File: src/design/ncsm_pkg.sv
// ----------------------------------------------------------------------------
// ncsm_pkg
// Shared constants, register codes and pipeline types of the 3x3 color
// similarity mask block.
// ----------------------------------------------------------------------------
package ncsm_pkg;

  // Line geometry
  localparam int unsigned MaxWidth = 1024;
  localparam int unsigned AddrW    = $clog2(MaxWidth);

  // Pixel and distance widths
  localparam int unsigned ChanW   = 8;
  localparam int unsigned NumChan = 3;
  localparam int unsigned ColorW  = ChanW * NumChan;
  localparam int unsigned SqW     = 2 * ChanW;
  localparam int unsigned DistW   = 18;
  localparam int unsigned NumNbr  = 8;

  // Register widths
  localparam int unsigned WidthW  = 11;
  localparam int unsigned HeightW = 12;
  localparam int unsigned ThrW    = 18;
  localparam int unsigned PendW   = 11;
  localparam int unsigned CfgIdxW = 2;
  localparam int unsigned CfgDataW = 18;

  // Register indexes
  localparam logic [CfgIdxW-1:0] CfgFrameWidth  = 2'd0;
  localparam logic [CfgIdxW-1:0] CfgFrameHeight = 2'd1;
  localparam logic [CfgIdxW-1:0] CfgThreshold   = 2'd2;

  // Register reset values
  localparam logic [WidthW-1:0]  ResetWidth     = 11'd640;
  localparam logic [HeightW-1:0] ResetHeight    = 12'd480;
  localparam logic [ThrW-1:0]    ResetThreshold = 18'd2500;

  // Effective width limits
  localparam logic [WidthW-1:0] MinWidthEff = 11'd2;
  localparam logic [WidthW-1:0] MaxWidthEff = WidthW'(MaxWidth);

  // Beat modes
  localparam logic ModePixel = 1'b0;
  localparam logic ModeDrain = 1'b1;

  // One slot shifted through the line stores and window
  typedef struct packed {
    logic              emit;
    logic [AddrW-1:0]  addr;
    logic [ColorW-1:0] color;
    logic [NumNbr-1:0] nbr_ok;
    logic              frame_end;
  } ncsm_item_t;

  // Finished mask from the distance stages
  typedef struct packed {
    logic [NumNbr-1:0] mask;
    logic              frame_end;
  } ncsm_res_t;

endpackage

File: src/design/ncsm_window.sv
// ----------------------------------------------------------------------------
// ncsm_window
// 3x3 pixel window, squared channel differences and the threshold compare
// that forms the neighbor mask.
// ----------------------------------------------------------------------------
module ncsm_window (
  input  logic                        clk_i,
  input  logic                        rst_ni,
  input  logic                        adv_i,
  input  logic                        valid_i,
  input  ncsm_pkg::ncsm_item_t        item_i,
  input  logic [ncsm_pkg::ColorW-1:0] top_i,
  input  logic [ncsm_pkg::ColorW-1:0] mid_i,
  input  logic [ncsm_pkg::ThrW-1:0]   thr_i,
  output logic                        res_valid_o,
  output ncsm_pkg::ncsm_res_t         res_o
);
  import ncsm_pkg::*;

  logic [ColorW-1:0] win_q [3][3];
  logic [ColorW-1:0] nbr [NumNbr];
  logic [SqW-1:0]    sq_d [NumNbr][NumChan];
  logic [SqW-1:0]    sq_q [NumNbr][NumChan];
  logic [ChanW-1:0]  ca, cb, diff;
  logic [DistW-1:0]  dist_sum [NumNbr];

  logic              s3_valid_q, s4_valid_q;
  logic [NumNbr-1:0] s3_inside_q, s4_inside_q;
  logic              s3_fe_q, s4_fe_q;

  // Shift the window one column left and load the new right column
  always_ff @(posedge clk_i) begin
    if (adv_i && valid_i) begin
      for (int r = 0; r < 3; r++) begin
        win_q[r][0] <= win_q[r][1];
        win_q[r][1] <= win_q[r][2];
      end
      win_q[0][2] <= top_i;
      win_q[1][2] <= mid_i;
      win_q[2][2] <= item_i.color;
    end
  end

  // Neighbors in mask bit order
  always_comb begin
    nbr[0] = win_q[0][0];
    nbr[1] = win_q[0][1];
    nbr[2] = win_q[0][2];
    nbr[3] = win_q[1][0];
    nbr[4] = win_q[1][2];
    nbr[5] = win_q[2][0];
    nbr[6] = win_q[2][1];
    nbr[7] = win_q[2][2];
  end

  // Square the per-channel differences to the center
  always_comb begin
    ca   = '0;
    cb   = '0;
    diff = '0;
    for (int n = 0; n < NumNbr; n++) begin
      for (int c = 0; c < NumChan; c++) begin
        ca   = win_q[1][1][c*ChanW +: ChanW];
        cb   = nbr[n][c*ChanW +: ChanW];
        diff = (ca > cb) ? (ca - cb) : (cb - ca);
        sq_d[n][c] = SqW'(diff) * SqW'(diff);
      end
    end
  end

  always_ff @(posedge clk_i or negedge rst_ni) begin
    if (!rst_ni) begin
      s3_valid_q <= 1'b0;
      s4_valid_q <= 1'b0;
    end else if (adv_i) begin
      s3_valid_q <= valid_i && item_i.emit;
      s4_valid_q <= s3_valid_q;
    end
  end

  // Stage payloads
  always_ff @(posedge clk_i) begin
    if (adv_i) begin
      s3_inside_q <= item_i.nbr_ok;
      s3_fe_q     <= item_i.frame_end;
      s4_inside_q <= s3_inside_q;
      s4_fe_q     <= s3_fe_q;
      sq_q        <= sq_d;
    end
  end

  // Sum the channels and compare against the threshold
  always_comb begin
    for (int n = 0; n < NumNbr; n++) begin
      dist_sum[n] = DistW'(sq_q[n][0]) + DistW'(sq_q[n][1]) + DistW'(sq_q[n][2]);
      res_o.mask[n] = s4_inside_q[n] && (dist_sum[n] < thr_i);
    end
    res_o.frame_end = s4_fe_q;
  end

  assign res_valid_o = s4_valid_q;

endmodule

File: config.mk
export PLATFORM = sky130hd
export DESIGN_NAME = ncsm_window
export DESIGN_NICKNAME = d
export VERILOG_FILES = /design/src/design/ncsm_pkg.sv /design/src/design/ncsm_window.sv
export SDC_FILE = /design/constraint.sdc
export NUM_CORES = 2
export LEC_CHECK = 0
export ABC_AREA = 0
export BUFFER_PORTS_ARGS = -buffer_cell sky130_fd_sc_hd__buf_2
export CAP_MARGIN = 20
export CORE_ASPECT_RATIO = 1.5
export CORE_MARGIN = 10
export CORE_UTILIZATION = 40
export DETAILED_ROUTE_END_ITERATION = 12
export GPL_TIMING_DRIVEN = 0
export SYNTH_ARGS = -nofsm -noshare
export SYNTH_HDL_FRONTEND = slang
export SYNTH_SLANG_ARGS = --single-unit
File: constraint.sdc
create_clock -name clk_i -period 6.5 [get_ports clk_i]
set_input_delay 0.65 -clock clk_i [delete_from_list [all_inputs] [get_ports clk_i]]
set_output_delay 0.65 -clock clk_i [all_outputs]
set_load 0.02 [all_outputs]
==> impl_metrics.toml <==
[status]
status = "finished with violations"
violations = "negative setup slack"

[worst_hold_path]
hp-class = "in -> reg"
min_from = "mid_i[8]"
hold_path_depth = 1
whs_endpoint = "win_q[0][80]$_DFFE_PP_"

[grt]
grt_util_all_layers = 0.200
grt_pass1_vias = 64600
grt_overflow_total = 0
grt_max_degree = 115
antenna_found_initial = 15
grt_pass1_wl_mm = 349

[logic_synthesis]
yosys_warnings = 0
syn_area_per_cell_sq_um = 9.76
synth.most_common_cell = "inv_1"
synth_common_cells = "1530 x inv_1, 1326 x ha_1, 850 x nor2_1"
synth_flop_cell = "edfxtp_1"
synth-seq-cells = 596
syn-cell-area_sq_um = 80700
yosysTopAreaCell = "edfxtp_1"
synth_top_area_share = 0.221
async_flop_share = 0.00336
synth_cell_type_count = 93
synth_cells = 8263
ys_seq_area_frac = 0.222
ys_top_cells_by_area = "edfxtp_1 22%, ha_1 21%, fa_1 19%, inv_1 7.1%, xnor2_1 5.1%"
synth_edf_count = 594

[sta]
tightest_slew_ns = 1.16
slew_headroom = 0.225
finalMaxSlewViolations = 0
setup_viol = 61
skew_ns = 0.0400
finalCritPeriodShare = 1.06
setup_ws_ns = -0.409
fmax_mhz = 145
min_period_ns = 6.91
rsz0062_at_grt = "yes"
finalHoldViolations = 0

[route]
drt_first_iter_violations = 2610
viasPerCell = 5.19
dr.pass1.iters = 8
wirelength_mm = 231
drc = 0
wl_per_cell_microns = 19.3
drtAntennaViolNets = 0
num_vias = 61900

[critical_path]
endpoint_kind = "flip-flop"
cp_max_fo = 7
ff2ff_path_depth = 29
start_kind = "flip-flop"
cp.required_ns = 6.91
arrival_ns = 7.32
cp_slowest_cell = "or4_4"
reg2reg_from = "win_q[0][119]$_DFFE_PP_"
r2r_end = "sq_q[111]$_DFFE_PP_"
rrSetupSlack_ns = -0.41
slowest_delay_ns = 0.59
path_class = "reg -> reg"

[cts]
clockBufferDepth = 3
clk_latency_ns = 0.70
clockRootBuffer = "clkbuf_16"
cts_sinks = 596
cts.clk_slew.worst_paths_ns = 0.07
cts_tree = "built"
cts_made_buffers = 73
cts_max_level = 3

[finish]
multi_input_area_sq_um = 64800
layout.nets = 11400
fillers = 17700
area_delta_synth_final_pct = 27.1
drive_above_1_share = 0.265
regArea_sq_um = 17900

[floorplan]
rows = 201
fp.dieW_microns = 387
core_sq_um = 200000
num_io_pins = 124
die_area_sq_um = 220000
die_y_microns = 570
start_util = 0.403

[place]
pre_cts_slack_ns = -2.24
dpl.hpwl_mm = 172
gp_congestion = 0.885
io_buffers = 113

[job]
maxCapViolations = 0
==> what timing repair did <==
item,in CTS,in global routing
pin swaps,332,555
buffers inserted,489,285
endpoints found under the hold margin,2,0
hold buffers,1,0
setup endpoints to repair,265,143
gates resized for setup,758,855
cloned,4,3
==> worst max-delay path, delay by kind of cell, from the launching register on <==
kind / cells / cell delay [ns]
multiplexers: 1 / 0.19
AND/OR/NAND/NOR: 6 / 1.13
XOR/XNOR: 2 / 0.37
adder cells (fa/ha/maj): 6 / 2.28
AO/OA/AOI/OAI: 7 / 1.38
buffers and inverters: 7 / 0.75
flip-flops: 1 / 0.49
==> metrics by stage <==
step | setup TNS (ns) | instances | area, sq um | util | hold slack (ns)
after floorplan | -1.93 | 8291 | 82100 | - | 0.354
after global placement | -2813.04 | 11000 | 85900 | 0.429 | 0.403
after detailed placement | -265.65 | 11100 | 86600 | 0.432 | 0.407
after CTS | -8.44 | 11700 | 96800 | 0.483 | 0.0664
after global routing | -29.27 | 11900 | 102000 | 0.512 | 0.0840
final | -10.08 | 11900 | 102000 | 0.512 | 0.118
==> layout make-up <==
class | instances | area share
antenna | 4 | 0.0000977
clock buffer | 80 | 0.0183
inverter | 1534 | 0.0575
tap | 2639 | 0.0322
timing repair buffer | 904 | 0.0771
sequential | 596 | 0.175
multi-input combinational | 6061 | 0.632
buffer | 50 | 0.00369
clock inverter | 52 | 0.00486
==> worst max-delay path by stage <==
stage,to,from
floorplan,sq_q[95]$_DFFE_PP_,win_q[0][97]$_DFFE_PP_
global placement,win_q[0][68]$_DFFE_PP_,adv_i
detailed placement,sq_q[271]$_DFFE_PP_,win_q[0][105]$_DFFE_PP_
CTS,sq_q[223]$_DFFE_PP_,win_q[0][104]$_DFFE_PP_
global route,sq_q[111]$_DFFE_PP_,win_q[0][112]$_DFFE_PP_
finish,sq_q[111]$_DFFE_PP_,win_q[0][119]$_DFFE_PP_
==> cells by family after synthesis <==
family                   Yosys count  share of synthesized area
adder cells (fa/ha/maj)         2094                      0.396
buffers and inverters           1638                     0.0768
other                              2                  0.0000931
flip-flops                       596                      0.222
AO/OA/AOI/OAI                   1330                      0.108
XOR/XNOR                         647                     0.0708
AND/OR/NAND/NOR                 1788                      0.105
multiplexers                     168                     0.0212
==> flip-flops by register name (all words and copies together), names as in the netlist <==
name	cells
win_q	216
s3_valid_q	1
s4_inside_q	8
s4_fe_q	1
sq_q	360
s3_fe_q	1
res_valid_o	1
s3_inside_q	8
==> cell usage in the layout (no fill, tap or decap), types with 116 or more instances in the layout <==
cell type	Yosys	layout
ha_1	1326	1127
xnor2_1	472	377
o21ai_0	167	145
buf_6	2	128
fa_1	768	690
nor2_1	850	710
a21o_1	180	180
buf_4	3	609
nor3_1	123	120
inv_1	1530	1332
ha_4	0	155
a21oi_2	4	116
inv_2	4	170
buf_2	14	122
a21oi_1	456	315
xor2_1	169	124
edfxtp_1	594	594
nand2_1	179	161
==> metal layers <==
metal | vias up | wire (microns) | track usage
li1 | 29400 | - | -
met1 | 30700 | 85000 | 0.213
met2 | 1164 | 122000 | 0.378
met3 | 499 | 8380 | 0.0241
met4 | 0 | 15300 | 0.111
met5 | - | 0 | 0
Power is left out: the tool's default activity adds up to more than one toggle a clock period on the data nets, which glitch-free logic cannot reach.
