<file path="config.mk">
export PLATFORM = sky130hd
export DESIGN_NAME = ncsm_seq
export DESIGN_NICKNAME = d
export VERILOG_FILES = /design/src/design/ncsm_pkg.sv /design/src/design/ncsm_seq.sv
export SDC_FILE = /design/constraint.sdc
export NUM_CORES = 1
export LEC_CHECK = 0
export BUFFER_PORTS_ARGS = -buffer_cell sky130_fd_sc_hd__clkbuf_2
export CORE_ASPECT_RATIO = 1.1
export CORE_MARGIN = 3
export CORE_UTILIZATION = 35
export CTS_CLUSTER_SIZE = 20
export DETAILED_ROUTE_END_ITERATION = 6
export SLEW_MARGIN = 20
export SYNTH_ARGS = -nofsm -noshare
export SYNTH_HDL_FRONTEND = slang
export SYNTH_SLANG_ARGS = --single-unit
</file>
<file path="constraint.sdc">
create_clock -name clk_i -period 3.9 [get_ports clk_i]
set_input_delay 0.195 -clock clk_i [delete_from_list [all_inputs] [get_ports clk_i]]
set_output_delay 0.195 -clock clk_i [all_outputs]
set_load 0.005 [all_outputs]
</file>
<file path="src/design/ncsm_pkg.sv">
// ----------------------------------------------------------------------------
// ncsm_pkg
// Shared constants, register codes and pipeline types of the 3x3 color
// similarity mask block.
// ----------------------------------------------------------------------------
package ncsm_pkg;

  // Line geometry
  localparam int unsigned MaxWidth = 1024;
  localparam int unsigned AddrW    = $clog2(MaxWidth);

  // Pixel and distance widths
  localparam int unsigned ChanW   = 8;
  localparam int unsigned NumChan = 3;
  localparam int unsigned ColorW  = ChanW * NumChan;
  localparam int unsigned SqW     = 2 * ChanW;
  localparam int unsigned DistW   = 18;
  localparam int unsigned NumNbr  = 8;

  // Register widths
  localparam int unsigned WidthW  = 11;
  localparam int unsigned HeightW = 12;
  localparam int unsigned ThrW    = 18;
  localparam int unsigned PendW   = 11;
  localparam int unsigned CfgIdxW = 2;
  localparam int unsigned CfgDataW = 18;

  // Register indexes
  localparam logic [CfgIdxW-1:0] CfgFrameWidth  = 2'd0;
  localparam logic [CfgIdxW-1:0] CfgFrameHeight = 2'd1;
  localparam logic [CfgIdxW-1:0] CfgThreshold   = 2'd2;

  // Register reset values
  localparam logic [WidthW-1:0]  ResetWidth     = 11'd640;
  localparam logic [HeightW-1:0] ResetHeight    = 12'd480;
  localparam logic [ThrW-1:0]    ResetThreshold = 18'd2500;

  // Effective width limits
  localparam logic [WidthW-1:0] MinWidthEff = 11'd2;
  localparam logic [WidthW-1:0] MaxWidthEff = WidthW'(MaxWidth);

  // Beat modes
  localparam logic ModePixel = 1'b0;
  localparam logic ModeDrain = 1'b1;

  // One slot shifted through the line stores and window
  typedef struct packed {
    logic              emit;
    logic [AddrW-1:0]  addr;
    logic [ColorW-1:0] color;
    logic [NumNbr-1:0] nbr_ok;
    logic              frame_end;
  } ncsm_item_t;

  // Finished mask from the distance stages
  typedef struct packed {
    logic [NumNbr-1:0] mask;
    logic              frame_end;
  } ncsm_res_t;

endpackage

</file>
<file path="src/design/ncsm_seq.sv">
// ----------------------------------------------------------------------------
// ncsm_seq
// Arrival and center position counters, owed-mask count and drain state.
// Decides per beat whether it enters the pipeline and whether it emits.
// ----------------------------------------------------------------------------
module ncsm_seq (
  input  logic                        clk_i,
  input  logic                        rst_ni,
  input  logic                        accept_i,
  input  logic                        mode_i,
  input  logic [ncsm_pkg::ColorW-1:0] pixel_i,
  input  logic [ncsm_pkg::WidthW-1:0] width_i,
  input  logic [ncsm_pkg::HeightW-1:0] height_i,
  output logic                        take_o,
  output ncsm_pkg::ncsm_item_t        item_o
);
  import ncsm_pkg::*;

  logic [AddrW-1:0]   col_q, col_d, col_e, col_n;
  logic [HeightW-1:0] row_q, row_d, row_e, row_n;
  logic [AddrW-1:0]   cc_q, cc_d, cc_e, cc_n;
  logic [HeightW-1:0] cr_q, cr_d, cr_e, cr_n;
  logic [PendW-1:0]   pend_q, pend_d, pend_e, pend_inc;
  logic               drain_q, drain_d;

  logic               restart;
  logic               emit;
  logic [WidthW-1:0]  col_inc, cc_inc;
  logic [HeightW:0]   row_inc, cr_inc;
  logic               col_last, cc_last, row_last, cr_last;
  logic               up_ok, dn_ok, lf_ok, rt_ok;

  // A pixel after a drain starts a fresh frame
  assign restart = (mode_i == ModePixel) && drain_q;
  assign col_e   = restart ? '0 : col_q;
  assign row_e   = restart ? '0 : row_q;
  assign cc_e    = restart ? '0 : cc_q;
  assign cr_e    = restart ? '0 : cr_q;
  assign pend_e  = restart ? '0 : pend_q;

  // A drain with nothing owed is dropped
  assign take_o = !((mode_i == ModeDrain) && (pend_q == '0));

  // Advance the arrival position
  assign col_inc  = WidthW'(col_e) + WidthW'(1);
  assign col_last = col_inc >= width_i;
  assign row_inc  = (HeightW+1)'(row_e) + (HeightW+1)'(1);
  assign row_last = row_inc >= {1'b0, height_i};
  assign col_n    = col_last ? '0 : col_inc[AddrW-1:0];
  assign row_n    = col_last ? (row_last ? '0 : row_inc[HeightW-1:0]) : row_e;

  // Advance the center position
  assign cc_inc  = WidthW'(cc_e) + WidthW'(1);
  assign cc_last = cc_inc >= width_i;
  assign cr_inc  = (HeightW+1)'(cr_e) + (HeightW+1)'(1);
  assign cr_last = cr_inc >= {1'b0, height_i};
  assign cc_n    = cc_last ? '0 : cc_inc[AddrW-1:0];
  assign cr_n    = cc_last ? (cr_last ? '0 : cr_inc[HeightW-1:0]) : cr_e;

  // Emit on every drain, or once more than a row plus one is owed
  assign pend_inc = pend_e + PendW'(1);
  assign emit     = (mode_i == ModeDrain) || (pend_e > width_i);

  // Frame edge checks around the center
  assign up_ok = cr_e != '0;
  assign dn_ok = !cr_last;
  assign lf_ok = cc_e != '0;
  assign rt_ok = !cc_last;

  always_comb begin
    item_o.emit      = emit;
    item_o.addr      = col_e;
    item_o.color     = (mode_i == ModeDrain) ? '0 : pixel_i;
    // bit order: top-left, top, top-right, left, right, bottom-left, bottom, bottom-right
    item_o.nbr_ok    = {dn_ok & rt_ok, dn_ok, dn_ok & lf_ok, rt_ok, lf_ok,
                        up_ok & rt_ok, up_ok, up_ok & lf_ok};
    item_o.frame_end = (cc_inc == width_i) && (cr_inc == {1'b0, height_i});
  end

  // Next counter state
  always_comb begin
    col_d   = col_q;
    row_d   = row_q;
    cc_d    = cc_q;
    cr_d    = cr_q;
    pend_d  = pend_q;
    drain_d = drain_q;
    if (accept_i && take_o) begin
      if (mode_i == ModeDrain) begin
        if (pend_q == PendW'(1)) begin
          col_d   = '0;
          row_d   = '0;
          cc_d    = '0;
          cr_d    = '0;
          pend_d  = '0;
          drain_d = 1'b0;
        end else begin
          col_d   = col_n;
          row_d   = row_n;
          cc_d    = cc_n;
          cr_d    = cr_n;
          pend_d  = pend_q - PendW'(1);
          drain_d = 1'b1;
        end
      end else begin
        col_d   = col_n;
        row_d   = row_n;
        cc_d    = emit ? cc_n : cc_e;
        cr_d    = emit ? cr_n : cr_e;
        pend_d  = emit ? pend_e : pend_inc;
        drain_d = 1'b0;
      end
    end
  end

  always_ff @(posedge clk_i or negedge rst_ni) begin
    if (!rst_ni) begin
      col_q   <= '0;
      row_q   <= '0;
      cc_q    <= '0;
      cr_q    <= '0;
      pend_q  <= '0;
      drain_q <= 1'b0;
    end else begin
      col_q   <= col_d;
      row_q   <= row_d;
      cc_q    <= cc_d;
      cr_q    <= cr_d;
      pend_q  <= pend_d;
      drain_q <= drain_d;
    end
  end

endmodule

</file>
==> impl_metrics.ini <==
[synthesis]
synth_edf_count = 0
ys_seq_elements = 44
yosysTopAreaCell = dfrtp_1
synth.yosys.seq_area_share = 0.241
yosysMostFrequentCell = ha_1
synth_area_leaders = dfrtp_1 24%, ha_1 15%, a32o_1 3.9%, nand2_1 3.9%, nor2b_1 3.8%
synth_cell_types = 58
yosys-top-cells-count = 53 x ha_1, 48 x nand2_1, 44 x dfrtp_1
synth_top_area_frac = 0.241
avgSynthCellArea_sq_um = 8.05
synth_fp_nets = 672
synth_ff_type = dfrtp_1
postSynth.asyncResetShare = 1.00
synthCells = 568
synth_warnings = 0
netlist_area_sq_um = 4570

[sta]
maxSlewViolCount = 0
final.min_clock_period_ns = 3.62
finalSetupViolCount = 0
report.final.hold_viol_count = 4
finalSetupTns_ns = 0
fin_hold_ws_ns = -0.00865
finClkSkew_ns = 0.00523
slew_headroom = 0.523
min_period_over_period = 0.929
rsz0062_at_grt = false
fmax_ghz = 0.276
tightest_slew_ns = 0.716

[pwr]
ir_drop_v = 0.000233
sw_frac_of_total = 0.447
p_seq_frac = 0.307
p_int_uw = 1250
power_leakage_uw = 0.00265
combPwrFrac = 0.506
p_switching_uw = 1010
powerDensity_nw_per_um2 = 421
pwr-share-clk = 0.188

[critical_path]
cp.required_ns = 3.70
crit_path_start_kind = register
worst_setup_path_end_kind = output pin
worstPathArrival_ns = 3.43
path_class = reg2out
crit_fanout = 7

[grt]
antenna_found_initial = 0
first_global_vias = 4559
grt_start_max_net_pins = 45
grt_overflow = 0
track_usage = 0.187
grt_pass1_wl_um = 22300

[detailed_routing]
wl_um = 13500
drtIter0Drc = 292
avgRoutedWirePerCell_um = 16.7
avgViaCountPerCell = 5.61
ant_nets = 0
vias = 4552
remaining_drc_errors = 0
dr.pass1.iters = 5

[die]
dieHeight_um = 126
die_w_um = 115
coreArea_sq_um = 12700
row_count = 43
dieArea_sq_um = 14500
start_util = 0.360
ios = 96

[status]
failed_checks = hold timing
status = complete, but fails checks

[clock_network]
htree_levels = 2
path_clk_slew_ns = 0.07
cts_hold_buffers = 0
cts_buffers = 5
ctsRootBufferMaster = clkbuf_16
clock_latency_ns = 0.29
cts_tree = built
numClockSinks = 44
clk_path_buf_depth = 2

[placement]
io_buffers = 95
dp_hpwl_um = 10500
place.gp.congestion = 0.907

[cells_and_area]
drive_gt1_frac = 0.212
fin_util = 0.424
finalNetCount = 759
diodes = 0
area_delta_synth_final_pct = 17.7

[job]
cap_violations = 0

[min_path]
worstHoldPathType = in2async
## through the flow
| step | cells | instance area, sq um | total power, uW | hold slack (ns) | setup WS, ns |
|---|---|---|---|---|---|
| floorplan | 568 | 4580 | 1490 | -0.101 | 0.0280 |
| global placement | 804 | 5220 | 1800 | 0.337 | 0.116 |
| detailed placement | 804 | 5220 | 1830 | 0.337 | 0.0211 |
| CTS | 812 | 5370 | 2270 | 0.0311 | 0.126 |
| global route | 812 | 5380 | 2450 | 0.0515 | 0.0147 |
| finish | 812 | 5380 | 2270 | -0.00865 | 0.278 |
## worst paths after layout
check                                startpoint  cells after the start  slack (ns)              endpoint
max in group asynchronous                rst_ni                      2        3.47   cc_q[5]$_DFFE_PN0P_
hold / removal                           rst_ni                      2      -0.009  cr_q[10]$_DFFE_PN0P_
setup / recovery            drain_q$_DFFE_PN0P_                     17        0.28             item_o[6]
min in group clk_i                     accept_i                      4        0.29   drain_q$_DFFE_PN0P_
setup reg to reg            drain_q$_DFFE_PN0P_                     17        0.35   cr_q[4]$_DFFE_PN0P_
hold reg to reg            col_q[7]$_DFFE_PN0P_                      1        0.52  col_q[7]$_DFFE_PN0P_
## flip-flops by register name, indices dropped and copies added, names as in the netlist
register and cells:
cr_q 12, cc_q 10, col_q 10, drain_q 1, pend_q 11
## layout by cell type (no fill, tap or decap), drive strengths merged, types with 3 or more instances in the layout
cell	n
a22o	12
o21a	3
nand3	21
o221ai	4
clkbuf	100
and3	8
a211oi	4
o31ai	3
nor2b	28
buf	17
ha	53
and4	5
or2	5
nor4	11
nor2	42
o21ai	27
xor2	15
nand2	48
a31oi	4
a21oi	28
or3	3
a211o	3
inv	43
and2	19
a32o	18
nand2b	4
nand4	13
a21o	5
xnor2	15
nor3	16
a221o	3
dfrtp	44
## cells by family (layout without fill, tap and decap cells)
group | after synthesis | in the layout | synth area share
mux | 1 | 1 | 0.00219
flops | 44 | 44 | 0.241
fa+ha+maj | 53 | 53 | 0.145
buf+inv | 75 | 162 | 0.0681
simple gates | 232 | 232 | 0.268
compound gates | 133 | 133 | 0.218
xor+xnor | 30 | 30 | 0.0575
## power by group through the flow
stage	sequential, uW	clock [uW]	combinational (uW)
after floorplan	617	0	874
after global placement	692	0	1100
after detailed placement	693	0	1140
after CTS	687	435	1140
after global routing	710	449	1290
final	695	425	1150
## worst max-delay path, stage by stage, from the launching register on
cell and delay [ns]:
dfrtp_1 0.41, nand2b_4 0.12, nand2_1 0.09, inv_1 0.09, ha_2 0.20, nand3_1 0.12, or2_2 0.34, nor2_1 0.12
xnor2_1 0.13, nor2_1 0.08, ha_1 0.30, and4_1 0.22, a221o_1 0.35, nand2_1 0.08, nand4_1 0.09, buf_4 0.18
nor2_1 0.10, clkbuf_2 0.12
## repair_timing
| action | CTS | global route |
|---|---|---|
| endpoints found under the hold margin | 0 | 0 |
| setup endpoints to repair | 2 | 25 |
| pin swaps | 1 | 0 |
| setup buffers | 1 | 0 |
| gates resized for setup | 0 | 6 |
| cloned | 0 | 0 |
## cell type report
| type | count | area [sq um] |
|---|---|---|
| fillers | 1278 | 7310 |
| inverters | 43 | 161 |
| repair buffers | 112 | 603 |
| multi-input cells | 449 | 3180 |
| clock inverters | 2 | 12.5 |
| flip-flops and latches | 44 | 1100 |
| clock buffers | 5 | 125 |
| well taps | 157 | 196 |
## per-layer routing
layer / GRT usage / up-vias / wire length (um)
met5: 0 / - / 0
met4: 0.0587 / 0 / 300
met1: 0.242 / 2195 / 5950
li1: - / 2229 / -
met2: 0.324 / 104 / 6850
met3: 0.0168 / 24 / 450
Note: power is estimated with default switching activity, not from simulation.
